<file path="src/rtl/plb_pkg.sv">
// Shared types, codes and entry arithmetic for the per-CPU load balancer.
package plb_pkg;

  localparam logic [31:0] LOAD_MAX = 32'hFFFF_FFFF;
  localparam logic [15:0] CNT_MAX  = 16'hFFFF;
  localparam logic [15:0] ONE_UNIT = 16'd1;

  typedef enum logic [1:0] {
    K_ADD    = 2'd0,
    K_REMOVE = 2'd1,
    K_SET    = 2'd2,
    K_TICK   = 2'd3
  } kind_t;

  typedef enum logic [1:0] {
    CFG_CPUS_PRESENT   = 2'd0,
    CFG_BAL_INTERVAL   = 2'd1,
    CFG_IMB_THRESHOLD  = 2'd2,
    CFG_MIGRATE_ENABLE = 2'd3
  } cfg_idx_t;

  typedef enum logic [3:0] {
    S_IDLE,
    S_FETCH,
    S_MOD,
    S_BAL,
    S_MV_RD,
    S_MV_WR1,
    S_MV_WR2,
    S_SUM,
    S_DONE
  } state_t;

  // One table entry per CPU
  typedef struct packed {
    logic        running;
    logic [31:0] last_balance;
    logic [31:0] load;
    logic [15:0] cnt;
  } entry_t;

  typedef struct packed {
    logic [31:0] tick_now;
    logic        running_flag;
    logic [15:0] load_amount;
    logic [2:0]  cpu_index;
    kind_t       kind;
  } item_t;

  typedef struct packed {
    logic        migration_enable;
    logic [15:0] imbalance_threshold;
    logic [15:0] balance_interval;
    logic [3:0]  cpus_present;
  } cfg_t;

  typedef struct packed {
    logic [31:0] load_sum;
    logic        idlest_valid;
    logic [2:0]  least_cpu;
    logic [2:0]  to_cpu;
    logic [2:0]  from_cpu;
    logic        migrated;
  } result_t;

  // count +1 and load +amt, both saturating
  function automatic entry_t ent_up(entry_t e, logic [15:0] amt);
    logic [32:0] s;
    entry_t      r;
    r = e;
    if (e.cnt != CNT_MAX) begin
      r.cnt = e.cnt + 16'd1;
    end
    s = {1'b0, e.load} + {17'b0, amt};
    r.load = s[32] ? LOAD_MAX : s[31:0];
    return r;
  endfunction

  // count -1 and load -amt, both floored at zero
  function automatic entry_t ent_down(entry_t e, logic [15:0] amt);
    entry_t r;
    r = e;
    r.cnt  = (e.cnt != 16'd0) ? e.cnt - 16'd1 : 16'd0;
    r.load = (e.load >= {16'b0, amt}) ? e.load - {16'b0, amt} : 32'd0;
    return r;
  endfunction

endpackage

</file>
<file path="src/rtl/per_cpu_load_balancer.sv">
// Top level of the per-CPU load balancer: ports, configuration registers, result register.
//
// Per-CPU load balancer. A table of MAX_CPU_SLOTS entries (runnable count, load,
// last balance tick, running flag) sits in a single-port-read, single-port-write
// memory, and every item is handled one at a time by a read-modify-write sequencer
// followed by a scan over the n present CPUs; a tick that balances runs a balance
// scan, and a migration if one is due, before that summary scan. An item whose CPU
// index lies beyond the table skips the read-modify-write. The memory gives the
// scans one entry per cycle. A finished result sits in the output register, so the
// next item is accepted while it waits. Configuration must be written through
// cfg_we, cfg_index and cfg_wdata only while no item is in flight; the user is
// bound by this, and the block itself does not enforce it.
module per_cpu_load_balancer #(
  parameter int MAX_CPU_SLOTS = 8
) (
  input  logic        clk,
  input  logic        rst_n,
  input  logic        in_tvalid,
  output logic        in_tready,
  input  logic [55:0] in_tdata,   // cpu_index[2:0], load_amount[18:3], running_flag[19],
                                  // tick_now[51:20], zero fill
  input  logic [1:0]  in_tuser,   // kind
  output logic        out_tvalid,
  input  logic        out_tready,
  output logic [47:0] out_tdata,  // migrated[0], from_cpu[3:1], to_cpu[6:4],
                                  // least_cpu[9:7], idlest_valid[10], load_sum[42:11], zero fill
  input  logic        cfg_we,
  input  logic [1:0]  cfg_index,
  input  logic [15:0] cfg_wdata
);

  localparam int IDX_W = $clog2(MAX_CPU_SLOTS);

  plb_pkg::cfg_t    cfg_r;
  plb_pkg::item_t   item;
  plb_pkg::result_t res;
  logic             res_vld;
  logic             res_rdy;
  logic             out_tvalid_r;
  logic [47:0]      out_tdata_r;

  logic             wr_en;
  logic [IDX_W-1:0] wr_addr;
  plb_pkg::entry_t  wr_data;
  logic             rd_en;
  logic [IDX_W-1:0] rd_addr;
  plb_pkg::entry_t  rd_data;

  always_ff @(posedge clk) begin
    if (!rst_n) begin
      cfg_r.cpus_present        <= 4'd1;
      cfg_r.balance_interval    <= 16'd100;
      cfg_r.imbalance_threshold <= 16'd2;
      cfg_r.migration_enable    <= 1'b1;
    end else if (cfg_we) begin
      unique case (plb_pkg::cfg_idx_t'(cfg_index))
        plb_pkg::CFG_CPUS_PRESENT:   cfg_r.cpus_present        <= cfg_wdata[3:0];
        plb_pkg::CFG_BAL_INTERVAL:   cfg_r.balance_interval    <= cfg_wdata;
        plb_pkg::CFG_IMB_THRESHOLD:  cfg_r.imbalance_threshold <= cfg_wdata;
        plb_pkg::CFG_MIGRATE_ENABLE: cfg_r.migration_enable    <= cfg_wdata[0];
        default: ;
      endcase
    end
  end

  assign item.kind         = plb_pkg::kind_t'(in_tuser);
  assign item.cpu_index    = in_tdata[2:0];
  assign item.load_amount  = in_tdata[18:3];
  assign item.running_flag = in_tdata[19];
  assign item.tick_now     = in_tdata[51:20];

  plb_table #(
    .MAX_CPU_SLOTS(MAX_CPU_SLOTS)
  ) u_table (
    .clk     (clk),
    .rst_n   (rst_n),
    .wr_en   (wr_en),
    .wr_addr (wr_addr),
    .wr_data (wr_data),
    .rd_en   (rd_en),
    .rd_addr (rd_addr),
    .rd_data (rd_data)
  );

  plb_ctrl #(
    .MAX_CPU_SLOTS(MAX_CPU_SLOTS)
  ) u_ctrl (
    .clk      (clk),
    .rst_n    (rst_n),
    .in_valid (in_tvalid),
    .in_ready (in_tready),
    .in_item  (item),
    .cfg      (cfg_r),
    .res_vld  (res_vld),
    .res_rdy  (res_rdy),
    .res      (res),
    .wr_en    (wr_en),
    .wr_addr  (wr_addr),
    .wr_data  (wr_data),
    .rd_en    (rd_en),
    .rd_addr  (rd_addr),
    .rd_data  (rd_data)
  );

  // output slot frees when empty or being taken
  assign res_rdy = !out_tvalid_r || out_tready;

  always_ff @(posedge clk) begin
    if (!rst_n) begin
      out_tvalid_r <= 1'b0;
    end else if (res_vld && res_rdy) begin
      out_tvalid_r <= 1'b1;
    end else if (out_tready) begin
      out_tvalid_r <= 1'b0;
    end
  end

  always_ff @(posedge clk) begin
    if (res_vld && res_rdy) begin
      out_tdata_r <= {5'b0, res.load_sum, res.idlest_valid, res.least_cpu,
                      res.to_cpu, res.from_cpu, res.migrated};
    end
  end

  assign out_tvalid = out_tvalid_r;
  assign out_tdata  = out_tdata_r;

endmodule

</file>
<file path="src/rtl/plb_table.sv">
// Per-CPU table memory: one write port, one registered read port, reset valid bits.
module plb_table #(
  parameter int MAX_CPU_SLOTS = 8,
  localparam int IDX_W = $clog2(MAX_CPU_SLOTS)
) (
  input  logic                 clk,
  input  logic                 rst_n,
  input  logic                 wr_en,
  input  logic [IDX_W-1:0]     wr_addr,
  input  plb_pkg::entry_t      wr_data,
  input  logic                 rd_en,
  input  logic [IDX_W-1:0]     rd_addr,
  output plb_pkg::entry_t      rd_data
);

  plb_pkg::entry_t            mem [MAX_CPU_SLOTS];
  logic [MAX_CPU_SLOTS-1:0]   vld_r;
  plb_pkg::entry_t            rd_data_r;

  always_ff @(posedge clk) begin
    if (wr_en) begin
      mem[wr_addr] <= wr_data;
    end
  end

  // entries never written read as zero
  always_ff @(posedge clk) begin
    if (!rst_n) begin
      vld_r <= '0;
    end else if (wr_en) begin
      vld_r[wr_addr] <= 1'b1;
    end
  end

  // same-cycle write to the read address is forwarded
  always_ff @(posedge clk) begin
    if (rd_en) begin
      if (wr_en && (wr_addr == rd_addr)) begin
        rd_data_r <= wr_data;
      end else if (vld_r[rd_addr]) begin
        rd_data_r <= mem[rd_addr];
      end else begin
        rd_data_r <= '0;
      end
    end
  end

  assign rd_data = rd_data_r;

endmodule

</file>
<file path="src/rtl/plb_ctrl.sv">
// Sequencer: read-modify-write of the target entry, balance scan, migration, summary scan.
module plb_ctrl #(
  parameter int MAX_CPU_SLOTS = 8,
  localparam int IDX_W = $clog2(MAX_CPU_SLOTS),
  localparam int CNT_W = $clog2(MAX_CPU_SLOTS + 1)
) (
  input  logic                 clk,
  input  logic                 rst_n,
  input  logic                 in_valid,
  output logic                 in_ready,
  input  plb_pkg::item_t       in_item,
  input  plb_pkg::cfg_t        cfg,
  output logic                 res_vld,
  input  logic                 res_rdy,
  output plb_pkg::result_t     res,
  output logic                 wr_en,
  output logic [IDX_W-1:0]     wr_addr,
  output plb_pkg::entry_t      wr_data,
  output logic                 rd_en,
  output logic [IDX_W-1:0]     rd_addr,
  input  plb_pkg::entry_t      rd_data
);

  plb_pkg::state_t state_r, state_nxt;
  plb_pkg::item_t  item_r, item_nxt;

  logic [CNT_W-1:0] rd_idx_r, rd_idx_nxt;
  logic             proc_vld_r, proc_vld_nxt;
  logic [IDX_W-1:0] proc_idx_r, proc_idx_nxt;

  logic [15:0]      max_cnt_r, max_cnt_nxt;
  logic [15:0]      min_cnt_r, min_cnt_nxt;
  logic [IDX_W-1:0] busy_idx_r, busy_idx_nxt;
  logic [IDX_W-1:0] idle_idx_r, idle_idx_nxt;
  logic             moved_r, moved_nxt;

  logic [31:0]      sum_r, sum_nxt;
  logic [IDX_W-1:0] idl_r, idl_nxt;
  logic             idl_vld_r, idl_vld_nxt;
  logic [15:0]      idl_cnt_r, idl_cnt_nxt;

  logic [CNT_W-1:0] n_cpus;
  logic [IDX_W-1:0] me_addr;
  logic             in_idx_ok;
  logic             scan_issue;
  logic             scan_done;
  logic             tick_pass;
  logic             migrate_go;
  logic             start_scan;
  logic [31:0]      since_last;
  logic [32:0]      sum_add;

  // CPUs taking part: register value capped at the table depth
  assign n_cpus = (32'(cfg.cpus_present) > 32'(MAX_CPU_SLOTS)) ?
                  CNT_W'(MAX_CPU_SLOTS) : CNT_W'(cfg.cpus_present);

  assign in_idx_ok  = 32'(in_item.cpu_index) < 32'(MAX_CPU_SLOTS);
  assign me_addr    = IDX_W'(item_r.cpu_index);
  assign scan_issue = rd_idx_r < n_cpus;
  assign scan_done  = !scan_issue && !proc_vld_r;
  assign since_last = item_r.tick_now - rd_data.last_balance;
  assign tick_pass  = (n_cpus > CNT_W'(1)) && (since_last >= {16'b0, cfg.balance_interval});
  assign migrate_go = ((max_cnt_r - min_cnt_r) > cfg.imbalance_threshold) &&
                      cfg.migration_enable;
  assign sum_add    = {1'b0, sum_r} + {1'b0, rd_data.load};
  assign start_scan = (state_nxt != state_r) &&
                      ((state_nxt == plb_pkg::S_BAL) || (state_nxt == plb_pkg::S_SUM));

  // next state
  always_comb begin
    state_nxt = state_r;
    unique case (state_r)
      plb_pkg::S_IDLE: begin
        if (in_valid) begin
          state_nxt = in_idx_ok ? plb_pkg::S_FETCH : plb_pkg::S_SUM;
        end
      end
      plb_pkg::S_FETCH: state_nxt = plb_pkg::S_MOD;
      plb_pkg::S_MOD: begin
        if ((item_r.kind == plb_pkg::K_TICK) && tick_pass) begin
          state_nxt = plb_pkg::S_BAL;
        end else begin
          state_nxt = plb_pkg::S_SUM;
        end
      end
      plb_pkg::S_BAL: begin
        if (scan_done) begin
          state_nxt = migrate_go ? plb_pkg::S_MV_RD : plb_pkg::S_SUM;
        end
      end
      plb_pkg::S_MV_RD:  state_nxt = plb_pkg::S_MV_WR1;
      plb_pkg::S_MV_WR1: state_nxt = plb_pkg::S_MV_WR2;
      plb_pkg::S_MV_WR2: state_nxt = plb_pkg::S_SUM;
      plb_pkg::S_SUM: begin
        if (scan_done) begin
          state_nxt = plb_pkg::S_DONE;
        end
      end
      plb_pkg::S_DONE: begin
        if (res_rdy) begin
          state_nxt = plb_pkg::S_IDLE;
        end
      end
      default: state_nxt = plb_pkg::S_IDLE;
    endcase
  end

  // datapath and memory controls
  always_comb begin
    in_ready     = 1'b0;
    res_vld      = 1'b0;
    rd_en        = 1'b0;
    rd_addr      = me_addr;
    wr_en        = 1'b0;
    wr_addr      = me_addr;
    wr_data      = rd_data;
    item_nxt     = item_r;
    rd_idx_nxt   = rd_idx_r;
    proc_vld_nxt = 1'b0;
    proc_idx_nxt = proc_idx_r;
    max_cnt_nxt  = max_cnt_r;
    min_cnt_nxt  = min_cnt_r;
    busy_idx_nxt = busy_idx_r;
    idle_idx_nxt = idle_idx_r;
    moved_nxt    = moved_r;
    sum_nxt      = sum_r;
    idl_nxt      = idl_r;
    idl_vld_nxt  = idl_vld_r;
    idl_cnt_nxt  = idl_cnt_r;

    unique case (state_r)
      plb_pkg::S_IDLE: begin
        in_ready = 1'b1;
        if (in_valid) begin
          item_nxt  = in_item;
          moved_nxt = 1'b0;
        end
      end
      plb_pkg::S_FETCH: begin
        rd_en = 1'b1;
      end
      plb_pkg::S_MOD: begin
        case (item_r.kind)
          plb_pkg::K_ADD: begin
            wr_en   = 1'b1;
            wr_data = plb_pkg::ent_up(rd_data, item_r.load_amount);
          end
          plb_pkg::K_REMOVE: begin
            wr_en   = 1'b1;
            wr_data = plb_pkg::ent_down(rd_data, item_r.load_amount);
          end
          plb_pkg::K_SET: begin
            wr_en           = 1'b1;
            wr_data.running = item_r.running_flag;
          end
          default: begin
            wr_en                = tick_pass;
            wr_data.last_balance = item_r.tick_now;
          end
        endcase
        // the ticking CPU seeds both searches
        max_cnt_nxt  = rd_data.cnt;
        min_cnt_nxt  = rd_data.cnt;
        busy_idx_nxt = me_addr;
        idle_idx_nxt = me_addr;
      end
      plb_pkg::S_BAL, plb_pkg::S_SUM: begin
        rd_en        = scan_issue;
        rd_addr      = IDX_W'(rd_idx_r);
        proc_vld_nxt = scan_issue;
        proc_idx_nxt = IDX_W'(rd_idx_r);
        if (scan_issue) begin
          rd_idx_nxt = rd_idx_r + CNT_W'(1);
        end
        if (proc_vld_r) begin
          if (state_r == plb_pkg::S_BAL) begin
            if (rd_data.running) begin
              if (rd_data.cnt > max_cnt_r) begin
                max_cnt_nxt  = rd_data.cnt;
                busy_idx_nxt = proc_idx_r;
              end
              if (rd_data.cnt < min_cnt_r) begin
                min_cnt_nxt  = rd_data.cnt;
                idle_idx_nxt = proc_idx_r;
              end
            end
          end else begin
            sum_nxt = sum_add[32] ? plb_pkg::LOAD_MAX : sum_add[31:0];
            if (rd_data.running && (!idl_vld_r || (rd_data.cnt < idl_cnt_r))) begin
              idl_nxt     = proc_idx_r;
              idl_cnt_nxt = rd_data.cnt;
              idl_vld_nxt = 1'b1;
            end
          end
        end
      end
      plb_pkg::S_MV_RD: begin
        rd_en   = 1'b1;
        rd_addr = busy_idx_r;
      end
      plb_pkg::S_MV_WR1: begin
        wr_en     = 1'b1;
        wr_addr   = busy_idx_r;
        wr_data   = plb_pkg::ent_down(rd_data, plb_pkg::ONE_UNIT);
        rd_en     = 1'b1;
        rd_addr   = idle_idx_r;
        moved_nxt = 1'b1;
      end
      plb_pkg::S_MV_WR2: begin
        wr_en   = 1'b1;
        wr_addr = idle_idx_r;
        wr_data = plb_pkg::ent_up(rd_data, plb_pkg::ONE_UNIT);
      end
      plb_pkg::S_DONE: begin
        res_vld = 1'b1;
      end
      default: ;
    endcase

    if (start_scan) begin
      rd_idx_nxt   = '0;
      proc_vld_nxt = 1'b0;
      if (state_nxt == plb_pkg::S_SUM) begin
        sum_nxt     = '0;
        idl_nxt     = '0;
        idl_vld_nxt = 1'b0;
      end
    end
  end

  always_ff @(posedge clk) begin
    if (!rst_n) begin
      state_r    <= plb_pkg::S_IDLE;
      proc_vld_r <= 1'b0;
      rd_idx_r   <= '0;
      moved_r    <= 1'b0;
      idl_vld_r  <= 1'b0;
    end else begin
      state_r    <= state_nxt;
      proc_vld_r <= proc_vld_nxt;
      rd_idx_r   <= rd_idx_nxt;
      moved_r    <= moved_nxt;
      idl_vld_r  <= idl_vld_nxt;
    end
  end

  always_ff @(posedge clk) begin
    item_r     <= item_nxt;
    proc_idx_r <= proc_idx_nxt;
    max_cnt_r  <= max_cnt_nxt;
    min_cnt_r  <= min_cnt_nxt;
    busy_idx_r <= busy_idx_nxt;
    idle_idx_r <= idle_idx_nxt;
    sum_r      <= sum_nxt;
    idl_r      <= idl_nxt;
    idl_cnt_r  <= idl_cnt_nxt;
  end

  assign res.migrated     = moved_r;
  assign res.from_cpu     = moved_r ? 3'(busy_idx_r) : 3'd0;
  assign res.to_cpu       = moved_r ? 3'(idle_idx_r) : 3'd0;
  assign res.least_cpu    = idl_vld_r ? 3'(idl_r) : 3'd0;
  assign res.idlest_valid = idl_vld_r;
  assign res.load_sum     = sum_r;

`ifndef SYNTHESIS
  a_bal_order: assert property (@(posedge clk) disable iff (!rst_n)
    (state_r == plb_pkg::S_BAL) |-> (max_cnt_r >= min_cnt_r))
    else $error("busiest count below idlest count during balance scan");

  a_mv_distinct: assert property (@(posedge clk) disable iff (!rst_n)
    (state_r == plb_pkg::S_MV_WR1) |-> (busy_idx_r != idle_idx_r))
    else $error("migration source equals destination");

  a_proc_in_scan: assert property (@(posedge clk) disable iff (!rst_n)
    proc_vld_r |-> ((state_r == plb_pkg::S_BAL) || (state_r == plb_pkg::S_SUM)))
    else $error("scan read in flight outside a scan");

  a_mv_marked: assert property (@(posedge clk) disable iff (!rst_n)
    (state_r == plb_pkg::S_MV_WR2) |-> moved_r)
    else $error("migration write without migrated flag");
`endif

endmodule

</file>
<file path="config.mk">
export PLATFORM = sky130hd
export DESIGN_NAME = per_cpu_load_balancer
export DESIGN_NICKNAME = d
export VERILOG_FILES = /design/src/rtl/plb_pkg.sv /design/src/rtl/per_cpu_load_balancer.sv /design/src/rtl/plb_table.sv /design/src/rtl/plb_ctrl.sv
export SDC_FILE = /design/constraint.sdc
export NUM_CORES = 2
export LEC_CHECK = 0
export ABC_AREA = 1
export ABC_CLOCK_PERIOD_IN_PS = 5650
export BUFFER_PORTS_ARGS = -buffer_cell sky130_fd_sc_hd__buf_2
export CAP_MARGIN = 20
export CORE_MARGIN = 2
export CORE_UTILIZATION = 40
export DETAILED_ROUTE_END_ITERATION = 8
export PLACE_DENSITY_LB_ADDON = 0.1
export RECOVER_POWER = 100
export SLEW_MARGIN = 0
export SYNTH_ARGS = -nofsm -noshare
export SYNTH_HDL_FRONTEND = slang
export SYNTH_SLANG_ARGS = --single-unit
</file>
<file path="constraint.sdc">
create_clock -name clk -period 5.65 [get_ports clk]
set_input_delay 0 -clock clk [delete_from_list [all_inputs] [get_ports clk]]
set_output_delay 0 -clock clk [all_outputs]
set_load 0.01 [all_outputs]
</file>
==> metrics <==
most repeated library cell on the critical path clkbuf_1; Crit path arrival time 5.78 ns; Skew-Pair Late Insertion Delay 0.73 ns; Die H 361 um; Final Non-Filler Cells 7466; All-Layer GR Usage 22.6%; PortBufs 121; Main synth FF type edfxtp_1; drt pass-1 iters 6; number of nets in the layout 5999; layout cells sized above 1 5.67%; Max VDD drop 932 uV; Crit Reg-Reg Endpoint u_table.rd_data[21]; status complete, but fails checks; DRT Wirelength 150000 um; Final Util 45.8%; Final Skew 0.0637 ns; TNS Setup 0 ns; Num CTS Buffers 106; Worst Path Required 6.18 ns; Slew @ Worst Pin 3.34 ns; CTS root buf clkbuf_16; number of max-cap violations 4; Worst-path clk slew 0.06 ns; period utilisation layout 93.0%; drt via density 5.30; crit-path cells clkbuf_1 -> nor2_1 -> nand2_2 -> clkbuf_1 -> o221ai_1 -> nand4_1 -> clkbuf_1 -> nand2_1 -> o21ai_0; fmax 0.190 GHz; Leakage 23.0 nW; Max FO, Critical Path 46; FF+latch count, synth 975; YS warnings 0; crit path time final 5.25 ns; Setup Fix Bufs, Post-CTS 0; slowest cell on the critical path clkbuf_1; cells on worst reg2reg path 9; routed len/inst 20.1 um; R2R Setup Slk 0.40 ns; critical path capture point type flop; Top delay family on crit path buffers and inverters; setup ws final 0.396 ns; fin. max-slew vios 175; CP max stage delay 2.04 ns; DIE AREA 131000 sq um; CTS tree yes; Hold Slack 0.132 ns; Max H-tree Level 3; cell count after placement 7126; chip width 361 um; violated checks capacitance limit, slew limit; Initial Util 40.2%; total core area 127000 sq um; FILL cells 12258; drt initial violations 3169; antenna-violating nets left 0; initial antenna violation count 1; total grt overflow 0; Final HPWL DP 96000 um; syn_area_per_cell 9.25 sq um; Longest Clk Path Bufs 3; CP bufs+invs 3; mapped cell area 51100 sq um; first-pass GRT wire length 229000 um; routability cong. 0.939; synth-to-layout area growth 14.0%; distinct cell type count after synthesis 55; pre-CTS setup slack 0.711 ns; vias in the first global route 37643; DRC 0; final setup vio count 0; Seq/Total Area, Yosys 55.5%; row count 131; synthesized instance count 5522; Slew HR -123%; Hold Crit Start cfg_wdata[2]; final hold viol count 0; FFs w/ async S/R, synth 0%; RSZ-0062 raised after global routing false; number of synthesized flops with an enable pin 883; CTS Sinks 975; Hold Path Class primary input to flop; crit path kind flop to flop; sink of the worst hold path cfg_r[2]; Vias 39606; Top Ports 131; CP Launch Type flop; RR Startpoint u_ctrl.item_r[1]; PwrDens 602 nW/um^2; hold path cells 4; largest net degree at the start of global routing 176
-- synth_stat cells, types with 14 or more instances --
cell,n,share of area [%]
inv_1,576,4.2
nand2_1,1565,11
xor2_1,104,1.8
buf_2,60,0.59
a32o_1,97,1.9
dfxtp_1,92,3.6
o21ai_1,29,0.28
edfxtp_1,883,52
a21oi_1,433,4.2
a31oi_1,82,1.0
nor4_1,17,0.21
clkbuf_1,159,1.2
ha_1,197,4.8
buf_4,14,0.21
or2_2,16,0.20
o2111ai_1,20,0.34
nor2_1,334,2.5
o21ai_0,269,2.6
xnor2_1,26,0.45
nor3_1,71,0.70
nand4_1,63,0.77
a2bb2oi_1,25,0.43
nand3_1,213,2.1
buf_1,21,0.15
o211ai_1,28,0.41
-- layout by cell type (no fill, tap or decap), drive strengths merged, types with 11 or more instances in the layout --
| cell | netlist | routed |
|---|---|---|
| buf | 95 | 119 |
| nand3 | 213 | 213 |
| o21a | 11 | 11 |
| a21o | 11 | 11 |
| nor4 | 17 | 17 |
| xnor2 | 26 | 26 |
| a21oi | 434 | 434 |
| o2111ai | 20 | 20 |
| clkbuf | 159 | 205 |
| clkinv | 3 | 50 |
| dlygate4sd3 | 0 | 142 |
| edfxtp | 883 | 883 |
| or2 | 17 | 17 |
| inv | 585 | 588 |
| nand4 | 63 | 63 |
| a2bb2oi | 25 | 25 |
| xor2 | 104 | 104 |
| nand2 | 1566 | 1566 |
| nand3b | 13 | 13 |
| a32o | 97 | 97 |
| ha | 197 | 197 |
| o21ai | 298 | 298 |
| o211ai | 28 | 28 |
| nor3 | 74 | 74 |
| a31oi | 82 | 82 |
| dfxtp | 92 | 92 |
| nor2 | 337 | 337 |
| bufinv | 0 | 11 |
-- cell type report --
type,count,area (sq um),area share (%)
Antenna cell,1,2.50,0.00429
Clock buffer,130,2810,4.82
Clock inverter,65,659,1.13
Inverter,588,2220,3.81
Multi-Input combinational cell,3709,19500,33.5
Sequential cell,975,28400,48.7
Tap cell,1662,2080,3.57
Timing Repair Buffer,336,2630,4.50
-- worst max-delay path by stage --
stage,from,end,slack (ns),depth (start not counted)
finish,u_ctrl.item_r[1],u_table.rd_data[21],0.40,9
global route,u_ctrl.min_cnt_r[0],u_ctrl.sum_r[14],0.0009,31
CTS,u_ctrl.min_cnt_r[0],u_ctrl.sum_r[19],0.60,31
detailed placement,u_ctrl.min_cnt_r[0],u_ctrl.sum_r[19],0.71,31
global placement,u_ctrl.item_r[24],u_table.mem[7][79],0.85,26
floorplan,u_ctrl.item_r[24],u_table.mem[0][0],0.87,25
-- metrics by stage --
step	power, mW	instance area (sq um)
after CTS	35.3	58500
after floorplan	22.7	51100
after detailed placement	28.2	53600
after global placement	28.1	53600
after global routing	37.7	58300
final	35.1	58300
-- report_power, final --
group	leakage [nW]	internal (mW)	switching (mW)
Sequential	8.83	10.3	0.980
Clock	1.69	4.03	2.91
Combinational	12.5	5.03	11.8
Total	23.0	19.4	15.7
-- kinds of logic after synthesis --
group | after synthesis | synth area share, %
compound gates | 1060 | 12.4
flops | 975 | 55.5
other cells | 1 | 0.00734
fa+ha+maj | 202 | 5.02
mux | 1 | 0.0220
buf+inv | 842 | 6.43
simple gates | 2311 | 18.4
xor+xnor | 130 | 2.23
-- state kept, by name, summed over array words and instances (netlist names), 4 cells and up --
register,flops
u_ctrl.min_cnt_r,16
u_ctrl.item_r,51
u_table.rd_data,81
u_table.mem,648
u_ctrl.sum_r,32
u_ctrl.state_r,4
u_table.vld_r,8
u_ctrl.rd_idx_r,4
u_ctrl.max_cnt_r,16
cfg_r,37
out_tdata,43
u_ctrl.idl_cnt_r,16
-- routing by layer --
layer  GRT usage (%)  vias up  wire (um)
met5               0        -          0
met4            5.78        0       3070
met3            2.85      189       8100
met2            35.8     1054      67900
met1            32.6    18998      71000
li1                -    19365          -
-- worst reg2reg max path, cell delays in order, from the launching register on --
cell and delay (ns):
edfxtp_1 0.35, clkbuf_1 2.04, nor2_1 0.69, nand2_2 0.25, clkbuf_1 0.68, o221ai_1 0.23, nand4_1 0.12, clkbuf_1 0.52
nand2_1 0.10, o21ai_0 0.11
-- timing repair --
action | in CTS | in global routing
hold buffers | 142 | 0
setup endpoints to repair | 0 | 35
gates resized for setup | 0 | 1
endpoints found under the hold margin | 113 | 0
Power figures use the tool's default switching activity.
